[config.mk]
export PLATFORM = sky130hd
export DESIGN_NAME = led_strip_level_marker_frames_flat
export DESIGN_NICKNAME = d
export VERILOG_FILES = /design/src/sv/lslm_pkg.sv /design/src/sv/lslm_if.sv /design/src/sv/lslm_front.sv /design/src/sv/lslm_queue.sv /design/src/sv/lslm_back.sv /design/src/sv/led_strip_level_marker_frames.sv /design/src/flat_wrapper.sv
export SDC_FILE = /design/constraint.sdc
export NUM_CORES = 1
export LEC_CHECK = 0
export ABC_AREA = 0
export BUFFER_PORTS_ARGS = -buffer_cell sky130_fd_sc_hd__buf_2
export CAP_MARGIN = 30
export CORE_ASPECT_RATIO = 1.4
export CORE_MARGIN = 5
export CORE_UTILIZATION = 55
export DETAILED_ROUTE_END_ITERATION = 6
export PLACE_DENSITY = 0.84
export SYNTH_ARGS = -nofsm -noshare
export SYNTH_HDL_FRONTEND = slang
export SYNTH_SLANG_ARGS = --single-unit
[constraint.sdc]
create_clock -name clk -period 16.6 [get_ports clk]
set_input_delay 1.66 -clock clk [delete_from_list [all_inputs] [get_ports clk]]
set_output_delay 1.66 -clock clk [all_outputs]
set_load 0.01 [all_outputs]
[src/sv/lslm_pkg.sv]
// ----------------------------------------------------------------------------
// lslm_pkg: shared types and constants of the level-marker strip framer
// Field widths, fixed strip words, register indexes and the classified
// request that travels from the front to the back.
// ----------------------------------------------------------------------------
package lslm_pkg;

	localparam int LEVEL_W   = 8;
	localparam int POS_W     = 8;
	localparam int WORD_W    = 32;
	localparam int CFG_IDX_W = 2;
	localparam int CFG_W     = 8;

	// register indexes of the config port
	localparam logic [CFG_IDX_W-1:0] REG_MARKER_RED   = 2'd0;
	localparam logic [CFG_IDX_W-1:0] REG_MARKER_GREEN = 2'd1;
	localparam logic [CFG_IDX_W-1:0] REG_MARKER_BLUE  = 2'd2;

	localparam logic [CFG_W-1:0] RED_RESET   = 8'hFF;
	localparam logic [CFG_W-1:0] GREEN_RESET = 8'h00;
	localparam logic [CFG_W-1:0] BLUE_RESET  = 8'h00;

	// divide by three for 8-bit values: (x * 171) >> 9
	localparam int DIV3_PROD_W = 16;
	localparam logic [LEVEL_W-1:0] DIV3_MUL = 8'd171;
	localparam int DIV3_SHIFT = 9;
	localparam logic [POS_W-1:0] MARKER_OFFSET = 8'd8;

	localparam logic [WORD_W-1:0] WORD_START = 32'h0000_0000;
	localparam logic [WORD_W-1:0] WORD_END   = 32'hFFFF_FFFF;
	localparam logic [WORD_W-1:0] WORD_GREEN = 32'hFF00_FF00;
	localparam logic [WORD_W-1:0] WORD_OFF   = 32'hE000_0000;
	localparam logic [7:0] HDR_FULL = 8'hFF;

	localparam int QUEUE_DEPTH = 2;

	typedef struct packed {
		logic [CFG_W-1:0] blue;
		logic [CFG_W-1:0] green;
		logic [CFG_W-1:0] red;
	} colour_t;

	typedef struct packed {
		logic [POS_W-1:0] marker;
		logic [POS_W-1:0] target;
		logic             hit;
	} task_t;

	// |a - b| <= k without wrap-around
	function automatic logic near(input logic [POS_W-1:0] a, input logic [POS_W-1:0] b,
			input logic [POS_W-1:0] k);
		logic [POS_W-1:0] d;
		d = (a > b) ? (a - b) : (b - a);
		return d <= k;
	endfunction

endpackage

[src/sv/lslm_if.sv]
// ----------------------------------------------------------------------------
// lslm_if: request and frame channels
// Valid/ready channels; a request or word moves when valid and ready are high.
// ----------------------------------------------------------------------------
interface lslm_req_if;
	logic                          valid;
	logic                          ready;
	logic [lslm_pkg::LEVEL_W-1:0] level;
	logic [lslm_pkg::POS_W-1:0]   target;

	modport source (output valid, output level, output target, input ready);
	modport sink   (input valid, input level, input target, output ready);
endinterface

interface lslm_frame_if;
	logic                         valid;
	logic                         ready;
	logic [lslm_pkg::WORD_W-1:0] frame_word;
	logic                         last;

	modport source (output valid, output frame_word, output last, input ready);
	modport sink   (input valid, input frame_word, input last, output ready);
endinterface

[src/sv/lslm_front.sv]
// ----------------------------------------------------------------------------
// lslm_front: request intake and classification
// Registers a request, derives the marker index and the target-hit flag.
// ----------------------------------------------------------------------------
module lslm_front (
	input  logic                  clk,
	input  logic                  arst_n,
	lslm_req_if.sink              req,
	output logic                  push_valid,
	output lslm_pkg::task_t       push_data,
	input  logic                  push_ready
);

	logic                          valid_s1;
	logic [lslm_pkg::LEVEL_W-1:0] level_s1;
	logic [lslm_pkg::POS_W-1:0]   target_s1;
	logic [lslm_pkg::DIV3_PROD_W-1:0] prod;
	logic [lslm_pkg::POS_W-1:0]   quot;
	logic [lslm_pkg::POS_W-1:0]   marker;
	logic                          take;

	assign req.ready = !valid_s1 || push_ready;
	assign take      = req.valid && req.ready;

	always_ff @(posedge clk or negedge arst_n) begin
		if (!arst_n) begin
			valid_s1 <= 1'b0;
		end else if (req.ready) begin
			valid_s1 <= req.valid;
		end
	end

	always_ff @(posedge clk) begin
		if (take) begin
			level_s1  <= req.level;
			target_s1 <= req.target;
		end
	end

	// level / 3 by reciprocal multiply, then minus 8 modulo 256
	assign prod   = lslm_pkg::DIV3_PROD_W'(level_s1) * lslm_pkg::DIV3_PROD_W'(lslm_pkg::DIV3_MUL);
	assign quot   = lslm_pkg::POS_W'(prod >> lslm_pkg::DIV3_SHIFT);
	assign marker = quot - lslm_pkg::MARKER_OFFSET;

	assign push_valid       = valid_s1;
	assign push_data.marker = marker;
	assign push_data.target = target_s1;
	assign push_data.hit    = lslm_pkg::near(marker, target_s1, 8'd1);

endmodule

[src/sv/lslm_queue.sv]
// ----------------------------------------------------------------------------
// lslm_queue: short queue of classified requests
// Two-entry first-in first-out store between front and back.
// ----------------------------------------------------------------------------
module lslm_queue (
	input  logic            clk,
	input  logic            arst_n,
	input  logic            push_valid,
	input  lslm_pkg::task_t push_data,
	output logic            push_ready,
	output logic            pop_valid,
	output lslm_pkg::task_t pop_data,
	input  logic            pop_ready
);

	localparam int AW = $clog2(lslm_pkg::QUEUE_DEPTH);
	localparam int CW = $clog2(lslm_pkg::QUEUE_DEPTH + 1);

	lslm_pkg::task_t mem_q [lslm_pkg::QUEUE_DEPTH];
	logic [AW-1:0] wr_ptr_q;
	logic [AW-1:0] rd_ptr_q;
	logic [CW-1:0] count_q;
	logic          do_push;
	logic          do_pop;

	assign push_ready = count_q != CW'(lslm_pkg::QUEUE_DEPTH);
	assign pop_valid  = count_q != '0;
	assign pop_data   = mem_q[rd_ptr_q];
	assign do_push    = push_valid && push_ready;
	assign do_pop     = pop_valid && pop_ready;

	always_ff @(posedge clk or negedge arst_n) begin
		if (!arst_n) begin
			wr_ptr_q <= '0;
			rd_ptr_q <= '0;
			count_q  <= '0;
		end else begin
			if (do_push) begin
				wr_ptr_q <= (wr_ptr_q == AW'(lslm_pkg::QUEUE_DEPTH - 1)) ? '0 : wr_ptr_q + 1'b1;
			end
			if (do_pop) begin
				rd_ptr_q <= (rd_ptr_q == AW'(lslm_pkg::QUEUE_DEPTH - 1)) ? '0 : rd_ptr_q + 1'b1;
			end
			if (do_push && !do_pop) begin
				count_q <= count_q + 1'b1;
			end else if (do_pop && !do_push) begin
				count_q <= count_q - 1'b1;
			end
		end
	end

	always_ff @(posedge clk) begin
		if (do_push) begin
			mem_q[wr_ptr_q] <= push_data;
		end
	end

endmodule

[src/sv/lslm_back.sv]
// ----------------------------------------------------------------------------
// lslm_back: frame word sequencer
// Walks one frame per queued request, one word per cycle while the receiver is
// ready, into an output register: start word, one word per led, end word.
// ----------------------------------------------------------------------------
module lslm_back #(
	parameter int LED_COUNT = 60
) (
	input  logic              clk,
	input  logic              arst_n,
	input  logic              pop_valid,
	input  lslm_pkg::task_t   pop_data,
	output logic              pop_ready,
	input  lslm_pkg::colour_t colour,
	lslm_frame_if.source      frame
);

	localparam int PW = $clog2(LED_COUNT + 2);
	localparam logic [PW-1:0] POS_END = PW'(LED_COUNT + 1);

	logic                         busy_q;
	logic [PW-1:0]                pos_q;
	lslm_pkg::task_t              cur_q;
	logic                         out_valid_q;
	logic [lslm_pkg::WORD_W-1:0] out_word_q;
	logic                         out_last_q;
	logic                         adv;
	logic [lslm_pkg::POS_W-1:0]  led;
	logic [lslm_pkg::WORD_W-1:0] led_word;
	logic [lslm_pkg::WORD_W-1:0] next_word;

	assign adv       = !out_valid_q || frame.ready;
	assign pop_ready = adv && !busy_q;

	// led index of the current position (position 1 is led 0; the start word goes out while idle)
	assign led = lslm_pkg::POS_W'(pos_q) - 8'd1;

	always_comb begin
		if (cur_q.hit && lslm_pkg::near(led, cur_q.target, 8'd1)) begin
			led_word = lslm_pkg::WORD_GREEN;
		end else if (lslm_pkg::near(led, cur_q.marker, 8'd1)) begin
			led_word = {lslm_pkg::HDR_FULL, colour.blue, colour.green, colour.red};
		end else if (lslm_pkg::near(led, cur_q.target, 8'd2)) begin
			led_word = lslm_pkg::WORD_GREEN;
		end else begin
			led_word = lslm_pkg::WORD_OFF;
		end
		if (!busy_q) begin
			next_word = lslm_pkg::WORD_START;
		end else if (pos_q == POS_END) begin
			next_word = lslm_pkg::WORD_END;
		end else begin
			next_word = led_word;
		end
	end

	always_ff @(posedge clk or negedge arst_n) begin
		if (!arst_n) begin
			busy_q      <= 1'b0;
			pos_q       <= '0;
			out_valid_q <= 1'b0;
		end else if (adv) begin
			if (busy_q) begin
				out_valid_q <= 1'b1;
				pos_q       <= pos_q + 1'b1;
				if (pos_q == POS_END) begin
					busy_q <= 1'b0;
				end
			end else if (pop_valid) begin
				out_valid_q <= 1'b1;
				pos_q       <= PW'(1);
				busy_q      <= 1'b1;
			end else begin
				out_valid_q <= 1'b0;
			end
		end
	end

	always_ff @(posedge clk) begin
		if (pop_valid && pop_ready) begin
			cur_q <= pop_data;
		end
		if (adv) begin
			out_word_q <= next_word;
			out_last_q <= busy_q && (pos_q == POS_END);
		end
	end

	assign frame.valid      = out_valid_q;
	assign frame.frame_word = out_word_q;
	assign frame.last       = out_last_q;

endmodule

[src/sv/led_strip_level_marker_frames.sv]
// ----------------------------------------------------------------------------
// led_strip_level_marker_frames: level-marker led strip frame generator
// Turns a level and a target position into a full strip frame of 32-bit
// words: start word, LED_COUNT led words, end word.
// ----------------------------------------------------------------------------
// path: front stage register, queue, then the output register with the first word
// throughput: LED_COUNT + 2 words per request, one word per cycle while the receiver
//   is ready; the back sequencer emitting words sets the pace of requests
// up to three requests can be held ahead of the back (front stage plus queue)
// reset: arst_n clears control state at once; colour registers go to red
module led_strip_level_marker_frames #(
	parameter int LED_COUNT = 60
) (
	input  logic                             clk,
	input  logic                             arst_n,
	lslm_req_if.sink                         req,
	lslm_frame_if.source                     frame,
	input  logic                             cfg_we,
	input  logic [lslm_pkg::CFG_IDX_W-1:0]  cfg_index,
	input  logic [lslm_pkg::CFG_W-1:0]      cfg_data
);

	// classified requests between front and queue
	logic            push_valid;
	logic            push_ready;
	lslm_pkg::task_t push_data;
	// queue to back
	logic            pop_valid;
	logic            pop_ready;
	lslm_pkg::task_t pop_data;
	// marker colour registers
	lslm_pkg::colour_t colour_q;

	// config writes; an index beyond the register list is dropped
	always_ff @(posedge clk or negedge arst_n) begin
		if (!arst_n) begin
			colour_q.red   <= lslm_pkg::RED_RESET;
			colour_q.green <= lslm_pkg::GREEN_RESET;
			colour_q.blue  <= lslm_pkg::BLUE_RESET;
		end else if (cfg_we) begin
			unique case (cfg_index)
				lslm_pkg::REG_MARKER_RED:   colour_q.red   <= cfg_data;
				lslm_pkg::REG_MARKER_GREEN: colour_q.green <= cfg_data;
				lslm_pkg::REG_MARKER_BLUE:  colour_q.blue  <= cfg_data;
				default: ;
			endcase
		end
	end

	// front: takes the request, works out the marker and the hit flag
	lslm_front u_front (
		.clk        (clk),
		.arst_n     (arst_n),
		.req        (req),
		.push_valid (push_valid),
		.push_data  (push_data),
		.push_ready (push_ready)
	);

	// short queue so the front keeps taking requests while a frame streams out
	lslm_queue u_queue (
		.clk        (clk),
		.arst_n     (arst_n),
		.push_valid (push_valid),
		.push_data  (push_data),
		.push_ready (push_ready),
		.pop_valid  (pop_valid),
		.pop_data   (pop_data),
		.pop_ready  (pop_ready)
	);

	// back: sequences the frame words through the output register
	lslm_back #(
		.LED_COUNT (LED_COUNT)
	) u_back (
		.clk       (clk),
		.arst_n    (arst_n),
		.pop_valid (pop_valid),
		.pop_data  (pop_data),
		.pop_ready (pop_ready),
		.colour    (colour_q),
		.frame     (frame)
	);

endmodule

[src/flat_wrapper.sv]
// flat-port wrapper written by rule: the top's interface ports become plain ports
module led_strip_level_marker_frames_flat 
#(
	parameter int LED_COUNT = 60
)
  (clk, arst_n, cfg_we, cfg_index, cfg_data, req_valid, req_level, req_target, req_ready, frame_valid, frame_frame_word, frame_last, frame_ready);
  lslm_req_if req_i ();
  lslm_frame_if frame_i ();
  input  logic clk;
  input  logic arst_n;
  input  logic cfg_we;
  input  logic [lslm_pkg::CFG_IDX_W-1:0] cfg_index;
  input  logic [lslm_pkg::CFG_W-1:0] cfg_data;
  input wire logic [$bits(req_i.valid)-1:0] req_valid;
  input wire logic [$bits(req_i.level)-1:0] req_level;
  input wire logic [$bits(req_i.target)-1:0] req_target;
  output wire logic [$bits(req_i.ready)-1:0] req_ready;
  output wire logic [$bits(frame_i.valid)-1:0] frame_valid;
  output wire logic [$bits(frame_i.frame_word)-1:0] frame_frame_word;
  output wire logic [$bits(frame_i.last)-1:0] frame_last;
  input wire logic [$bits(frame_i.ready)-1:0] frame_ready;
  assign req_i.valid = req_valid;
  assign req_i.level = req_level;
  assign req_i.target = req_target;
  assign req_ready = req_i.ready;
  assign frame_valid = frame_i.valid;
  assign frame_frame_word = frame_i.frame_word;
  assign frame_last = frame_i.last;
  assign frame_i.ready = frame_ready;
  led_strip_level_marker_frames #(.LED_COUNT(LED_COUNT)) u_core (.clk(clk), .arst_n(arst_n), .req(req_i), .frame(frame_i), .cfg_we(cfg_we), .cfg_index(cfg_index), .cfg_data(cfg_data));
endmodule
=== Word-level counts from Yosys, hierarchy flattened ===
Memories as Yosys holds them, arrays and structs flattened. A register that Yosys moved wholly into a read port is not among the register bits.
Cells that the tools add are included.

* $add $sub $neg: 13
* Multiply operators: 1
* Div/mod/pow operators: 0
* $lt $le $gt $ge: 7
* Equal/unequal tests: 4
* Shift-type cells: 0
* Mux-type cells: 19
* Bitwise logic cells: 0
* Reductions and logical operators: 23

{| class="wikitable"
|+ Operators by type and width
! operator !! count
|-
| $mux W29 || 3
|-
| $sub A8 B8 Y8 || 6
|-
| $mux W32 || 1
|-
| $gt A8 B8 Y1 || 3
|-
| $le A8 B1 Y1 const B || 3
|-
| $mux W8 || 3
|-
| $mul A8 B8 Y16 const B || 1
|-
| $mux W6 || 2
|-
| $le A8 B2 Y1 const B || 1
|-
| $logic_and A1 B1 Y1 || 8
|-
| $mux W1 || 8
|-
| $reduce_and A2 Y1 || 4
|-
| $sub A7 B4 Y8 const B || 1
|-
| $sub A6 B1 Y7 const B || 1
|-
| $add A6 B1 Y6 const B || 1
|-
| $eq A6 B6 Y1 const B || 1
|-
| $reduce_bool A2 Y1 || 3
|-
| $logic_not A1 Y1 || 5
|-
| $mux W2 || 2
|-
| $add A1 B1 Y1 const B || 2
|-
| $add A2 B1 Y2 const B || 1
|-
| $eq A2 B1 Y1 const B || 1
|-
| $eq A2 B2 Y1 const B || 1
|-
| $logic_not A2 Y1 || 1
|-
| other kinds (3) || 4
|}

* Bits in registers: 86
* Latch bits: 0
* Bits in writable memories: 34
* Memory bits (read-only): 0
* Input bits: 31
* Output and inout bits: 35
* Word-level logic and storage cells: 82
* Memories kept: 1

{| class="wikitable"
|+ Memories
! memory !! words !! bits a word !! read ports !! clocked after Yosys merged registers in !! write ports !! RTL line !! text
|-
| u_core.u_queue.mem_q || 2 || 17 || 1 || 1 || 1 || lslm_queue.sv:19 || <nowiki>lslm_pkg::task_t mem_q [lslm_pkg::QUEUE_DEPTH];</nowiki>
|}

=== Longest topological paths before layout ===
Gate-level depths: netlist of the first run.

* Word-level depth: 8
* Gate-level depth with buffers: 25
* Depth with buffers taken out: 24

=== By module ===
From an unflattened synthesis of the first run, not the netlist that was laid out.

* Cells, all modules: 781
* Area total of the unflattened synthesis: 8685.8 um^2

{| class="wikitable"
|+ By module, submodules not included
! module !! times used !! cells each !! area an instance (um^2) !! seq. area each (um^2)
|-
| lslm_back || 1 || 370 || 3666.0 || 1521.5
|-
| lslm_front || 1 || 289 || 2623.8 || 505.5
|-
| lslm_queue || 1 || 71 || 1473.9 || 1121.1
|-
| led_strip_level_marker_frames || 1 || 51 || 922.1 || 610.6
|}

=== Worst setup path before layout of the first run ===
OpenSTA, ideal clock, no wires.

* Path type: reg-to-reg
* Start: register u_core.u_front.level_s1[1] in the netlist's numbering
* End: memory u_core.u_queue.mem_q[0][0] in the netlist's numbering, data pin
* Library setup time: 0.259 ns
* Arrival time: 6.029 ns
* Data required time: 16.341 ns
* Setup slack: 10.312 ns
* Stages on the path, launching flop included: 25
* Buffers on the path: 1
* Period minus slack after synthesis: 6.288 ns
* Path through: edfxtp_1 ha_1 fa_1 fa_1 inv_1 fa_1 inv_1 ha_1 o21a_1 a211oi_1 o31ai_1 a21o_1 xor2_1 or3_1 clkbuf_1 nand2_1 ha_1 and2_4 a221oi_1 a211o_2 nand2_2 mux2_4 a2111oi_4 xnor2_1 nor3_2

{| class="wikitable"
|+ RTL lines
! what !! RTL line !! text
|-
| start: declaration || lslm_front.sv:15 || <nowiki>logic [lslm_pkg::LEVEL_W-1:0] level_s1;</nowiki>
|-
| start signal: assignment || lslm_front.sv:35 || <nowiki>level_s1 <= req.level;</nowiki>
|-
| end: declaration || lslm_queue.sv:19 ||
|}

==> metrics.txt, run 1 <==
worst-margin pin slew=0.834 ns; worst hold endpoint=u_core.u_queue.mem_q[0][8]; most common cell in the netlist=edfxtp_1; DRT Wirelength=16,400 um; CTS tree=yes; fin crit share=41.5%; R2R depth=24; Vias=5,420; Worst Hold Launch=u_core.u_front.target_s1[7]; clock sinks=131; Top Ports=66; synth cell count leaders=edfxtp_1 (94), ha_1 (90), inv_1 (82), mux2_2 (42), a21o_1 (34); total of max-cap violations=0; CTS root buffer=clkbuf_16; Nets=907; Synth Cell Area=0.00835 mm^2; Slew Limit Fails=0; Top FF cell, synth=edfxtp_1; Post-DRT Antenna Nets=0; GPL Wtd Cong=0.885; setup tns final=0 ns; CP Launch Type=register; number of CTS-inserted buffers=17; simple-gate portion of the synthesized area=8.87%; post-synthesis sequential area ratio=45.0%; Placed Area=0.00883 mm^2; status=finished, final reports clean; RSZ-0062 raised after global routing=no; launching point of the worst reg2reg path=u_core.u_front.level_s1[2]; FF+latch count, synth=131; pin count of the biggest net entering global routing=38; Syn Area/Cell=11.9 um^2; Hold Crit Class=register to register; gr usage total=19.4%; R2R setup slack=9.71 ns; initial antenna violation count=0; Distinct cells, synth=67; clock slew at reported path FFs=0.06 ns; cell type with the largest total area after synthesis=edfxtp_1; layout cells sized above 1=21.9%; Hold Fails Final Rpt=0; Worst Path Required=16.77 ns; number of global-route vias before repair=5,557; GRT Max-Usage Layer=met2; Avg WL per Cell=16.8 um; global-route wire length before repair=27,300 um; largest cells by area after synthesis=edfxtp_1 (34%), ha_1 (13%), dfrtp_1 (8.7%); Initial Utilization=55.7%; yosys warns=0; Final Setup Violations=0; H-Tree Depth=4; vias per cell=5.57; ANT cells=0; Synth Area in Compound Gates=12.1%; area grow syn2layout=12.7%; Worst-Skew Late Latency=0.42 ns; drt initial violations=207; largest family of logic cells by synthesized area=adder cells; Post-CTS Setup Bufs=0; Async SR Flop Fraction=28.2%; DIE HEIGHT=156 um; Final Util=62.8%; GR Util met3=3.14%; Post-synth EDFFs=94; skew final=0.00837 ns; slew margin rel.=44.4%; Period minus WS final=6.89 ns; CTS Buffer Depth=2; crit path capture type=register; Cell Rows=53; synthesized instance count=703; die area=0.0178 mm^2; Critical Path Start=u_core.u_front.level_s1[2]; post-synth net total=842; CP Max Fanout=6; R2R Path End=u_core.u_queue.mem_q[0][0]; mux cell area share after synthesis=6.47%; Hold Slack=0.492 ns; worst hold stages=0; Fmax achieved=145 MHz; post-route cell area=0.00941 mm^2; HPWL Detailed=12,300 um; grt ovf=0; path type of the worst setup path=register to register; met1 GRT Util=22.4%; DRC Markers=0; Critical Path AT=7.06 ns; GR Util met2=35.3%; Synth Area in XOR/XNOR=4.40%; First-pass DRT Iterations=5; CORE AREA=0.0150 mm^2; cts hold-fix bufs=0; Resize count post-CTS=0; PortBufs=65; top cell type's share of synthesized area=33.8%; Die X-Extent=114 um; adder-cell share of the synthesized area=17.8%
[sequential cells by signal, indices dropped and copies added, names as in the netlist]
| register | cells |
|---|---|
| u_core.u_back.frame.valid | 1 |
| u_core.u_front.push_valid | 1 |
| u_core.u_queue.count_q | 2 |
| u_core.u_queue.wr_ptr_q | 1 |
| u_core.u_back.pos_q | 6 |
| u_core.u_back.frame.frame_word | 26 |
| u_core.u_back.cur_q | 17 |
| u_core.u_queue.mem_q | 34 |
| u_core.u_front.level_s1 | 8 |
| u_core.colour_q | 24 |
| u_core.u_back.busy_q | 1 |
| u_core.u_queue.rd_ptr_q | 1 |
| u_core.u_front.target_s1 | 8 |
| u_core.u_back.frame.last | 1 |
[worst max-delay path, cell delays in order (launching register included)]
cell	delay, ns
edfxtp_1	0.45
ha_1	0.34
ha_1	0.30
fa_1	0.51
inv_1	0.05
fa_1	0.52
inv_1	0.04
ha_1	0.21
a211oi_1	0.24
o211ai_1	0.15
a211oi_1	0.38
o21bai_1	0.17
a21oi_1	0.21
xnor2_1	0.20
or3_1	0.47
nand2_1	0.14
ha_1	0.31
and2_4	0.21
a221oi_1	0.40
a211o_2	0.25
nand2_2	0.08
mux2_4	0.34
a2111oi_4	0.42
xnor2_1	0.18
nor3_2	0.07
[routing by layer]
layer | wire length, um | part of all wire [%] | vias to the layer above
li1 | - | - | 2652
met1 | 6540 | 40 | 2621
met2 | 8860 | 54 | 109
met3 | 454 | 2.8 | 38
met4 | 543 | 3.3 | 0
met5 | 0 | 0 | -
[cell type report]
| cell class | instances | area [um^2] |
|---|---|---|
| Clock inverter | 15 | 156 |
| Clock buffer | 17 | 425 |
| Inverter | 82 | 308 |
| Sequential cell | 131 | 3760 |
| Timing Repair Buffer | 70 | 370 |
| Fill cell | 1153 | 5570 |
| Tap cell | 192 | 240 |
| Multi-Input combinational cell | 466 | 4150 |
[stage by stage]
stage | instances | worst slack, ns
6_report | 973 | 9.71
5_1_grt | 973 | 9.22
4_1_cts | 973 | 9.72
3_5_place_dp | 941 | 9.83
3_3_place_gp | 940 | 10.00
2_1_floorplan | 703 | 10.31
[cells in the final DEF, fill, tap and decap left out, drive strengths merged, types with 6 or more instances in the layout]
cell,n
nor2,32
fa,18
ha,90
nand4,10
nor2b,15
dfstp,8
o21a,11
a21o,34
dfrtp,29
nand2b,8
nand2,22
a21oi,25
inv,93
mux2,43
a211oi,12
xnor2,21
xor2,21
edfxtp,94
nor3b,6
clkbuf,17
o21ai,15
buf,70
nand3b,7
nor3,12
[how the worst max path moves through the flow]
stage / to / slack [ns]
after floorplan: u_core.u_queue.mem_q[0][0] / 10.31
after global placement: u_core.u_queue.mem_q[0][0] / 10.00
after detailed placement: u_core.u_queue.mem_q[0][0] / 9.83
after CTS: u_core.u_queue.mem_q[0][0] / 9.72
after global routing: u_core.u_queue.mem_q[0][0] / 9.22
final: u_core.u_queue.mem_q[0][0] / 9.71
[logic make-up after synthesis]
kind of cell               Yosys count
AOI/OAI and AO/OA                  134
DFF                                131
muxes                               47
buffers and inverters              106
adders and majority gates          108
xor gates and xnor gates            42
and+or+nand+nor                    135
Power of run 1 is left out: the tool's default activity adds up to more than one toggle a clock period on the data nets, which glitch-free logic cannot reach.
==> inputs of run 2 (changes only) <==
Settings changed: ABC_AREA 0 to 1.
Clock period 16.6 ns to 6.7 ns, I/O delays scaled along.
==> run 2 against run 1 <==
Against the previous run:
- first-iteration DRC count rose by 73%
- highest routed layer unchanged
- core utilization increased by 0.28 points
- routed wire length up 14%
- global-route usage is 1.6 points higher
- final cell count is 33% higher
- worst setup slack got worse by 9.2 ns
- critical path type unchanged
- non-clock buffer count did not move
==> metrics.txt, run 2 <==
Post-CTS Setup Bufs=0; Syn Area/Cell=8.62 um^2; Critical Path Start=u_core.u_front.level_s1[1]; fin crit share=92.2%; Critical Path End=u_core.u_queue.mem_q[0][0]; cts hold-fix bufs=0; Vias=6,891; number of CTS-inserted buffers=17; Die X-Extent=117 um; launching point of the worst reg2reg path=u_core.u_front.level_s1[1]; CTS Buffer Depth=2; synth cell count leaders=nand2_1 (313), inv_1 (171), edfxtp_1 (94), ha_1 (90), nand3_1 (57); Post-Place Worst Slack=0.774 ns; most common cell in the netlist=nand2_1; die area=0.0187 mm^2; post-synthesis sequential area ratio=42.6%; RSZ-0062 raised after global routing=no; Fmax achieved=162 MHz; Hold Crit Class=input port to asynchronous set/reset pin; yosys warns=0; largest cells by area after synthesis=edfxtp_1 (32%), nand2_1 (13%), ha_1 (13%); setup tns final=0 ns; R2R depth=29; Resize count post-CTS=0; Reg with most FFs=u_core.u_queue.mem_q; GPL Wtd Cong=0.959; status=finished, final reports clean; vias per cell=5.31; CTS tree=yes; cell type with the largest total area after synthesis=edfxtp_1; area grow syn2layout=12.0%; clock slew at reported path FFs=0.07 ns; Synth Cell Area=0.00883 mm^2; First-pass DRT Iterations=5; DIE HEIGHT=160 um; dpl cells=1,265; drt initial violations=358; Worst-Skew Late Latency=0.42 ns; Hold Fails Final Rpt=0; top cell type's share of synthesized area=32.0%; H-Tree Depth=4; Worst Path Required=6.98 ns; Hold Slack=0.331 ns; R2R Path End=u_core.u_queue.mem_q[0][0]; synthesized instance count=1,024; layout cells sized above 1=13.2%; Post-DRT Antenna Nets=0; Async SR Flop Fraction=28.2%; DRT Wirelength=18,700 um; number of global-route vias before repair=6,996; ANT cells=0; skew final=0.0104 ns; PortBufs=65; pin count of the biggest net entering global routing=38; post-route insts no fill=1,297; commonest cells after routing, fill and taps aside=nand2_1 (313), inv_1 (171), edfxtp_1 (94), ha_1 (90), buf_2 (65); grt ovf=0; slew margin rel.=47.6%; initial antenna violation count=0; Avg WL per Cell=14.5 um; Post-synth EDFFs=94; Critical-path top delay cell=fa_1; crit path capture type=register; Slew Limit Fails=0; clock sinks=131; worst-margin pin slew=0.786 ns; HPWL Detailed=14,100 um; Period minus WS final=6.17 ns; most common cell after layout, fill and taps aside=nand2_1; most used cell along the critical path=nand2_1; global-route wire length before repair=31,600 um; FF+latch count, synth=131; critical path's largest stage delay=0.54 ns; Cell Rows=54; CP Max Fanout=8; Largest register FFs=34; CTS root buffer=clkbuf_16; Final WS setup=0.526 ns; Critical Path AT=6.45 ns; CORE AREA=0.0157 mm^2; Distinct cells, synth=40; Final Setup Violations=0; path type of the worst setup path=register to register; total of max-cap violations=0; CP Launch Type=register; post-synth net total=1,163; R2R setup slack=0.53 ns; gr usage total=21.1%; Initial Utilization=56.3%; Top FF cell, synth=edfxtp_1; Nets=1,227; DRC Markers=0; Top Ports=66
## run 2: changes by cell type after synthesis, sizes merged, moves of 15 or more
cell	delta
a21o	-33
inv	+92
mux2	-43
nand2	+300
nand3	+64
nor2b	-15
o21ai	+28
## run 2: cell type report
cell class / count / area, um^2
Clock buffer: 17 / 425
Timing Repair Buffer: 70 / 383
Fill cell: 1273 / 5790
Inverter: 175 / 659
Tap cell: 196 / 245
Clock inverter: 15 / 156
Sequential cell: 131 / 3760
Multi-Input combinational cell: 693 / 4260
## run 2: worst min path at each step
stage	start	endpoint	slack [ns]	depth (start not counted)
5_1_grt	arst_n	u_core.colour_q[20]	0.41	1
6_report	arst_n	u_core.colour_q[22]	0.33	1
2_1_floorplan	arst_n	u_core.colour_q[10]	0.37	0
3_5_place_dp	u_core.u_front.target_s1[7]	u_core.u_queue.mem_q[0][8]	0.47	0
4_1_cts	arst_n	u_core.colour_q[15]	0.35	1
3_3_place_gp	u_core.u_front.target_s1[7]	u_core.u_queue.mem_q[1][8]	0.46	0
## run 2: critical path, delay by kind of cell (launching register included)
kind                     cells  cell delay, ns
buffers and inverters        6            0.54
flip-flops                   1            0.45
adder cells (fa/ha/maj)      6            2.70
AND/OR/NAND/NOR             14            1.69
XOR/XNOR                     1            0.17
AO/OA/AOI/OAI                2            0.46
## run 2: stage by stage
step           instance area (um^2)  util [%]
2_1_floorplan                  8830         -
3_3_place_gp                   9280      59.2
3_5_place_dp                   9310      59.4
4_1_cts                        9890      63.1
5_1_grt                        9890      63.1
6_report                       9890      63.1
## run 2: cells by family (layout without fill, tap and decap cells)
| family | count (synthesis) | after routing | synth area share, % |
|---|---|---|---|
| flip-flops | 131 | 131 | 42.6 |
| AND/OR/NAND/NOR | 461 | 461 | 22.7 |
| XOR/XNOR | 26 | 26 | 2.58 |
| adder cells (fa/ha/maj) | 108 | 108 | 16.8 |
| buffers and inverters | 200 | 277 | 9.22 |
| AO/OA/AOI/OAI | 98 | 98 | 6.06 |
## run 2: metal layers
layer / track usage [%] / wire [um] / share of wire (%) / vias up
met5: 0 / 0 / 0 / -
met4: 8.82 / 653 / 3.5 / 0
met3: 3.33 / 764 / 4.1 / 53
met2: 40.1 / 10600 / 56 / 193
met1: 22.1 / 6750 / 36 / 3223
li1: - / - / - / 3422
Power of run 2 is left out for the same reason.
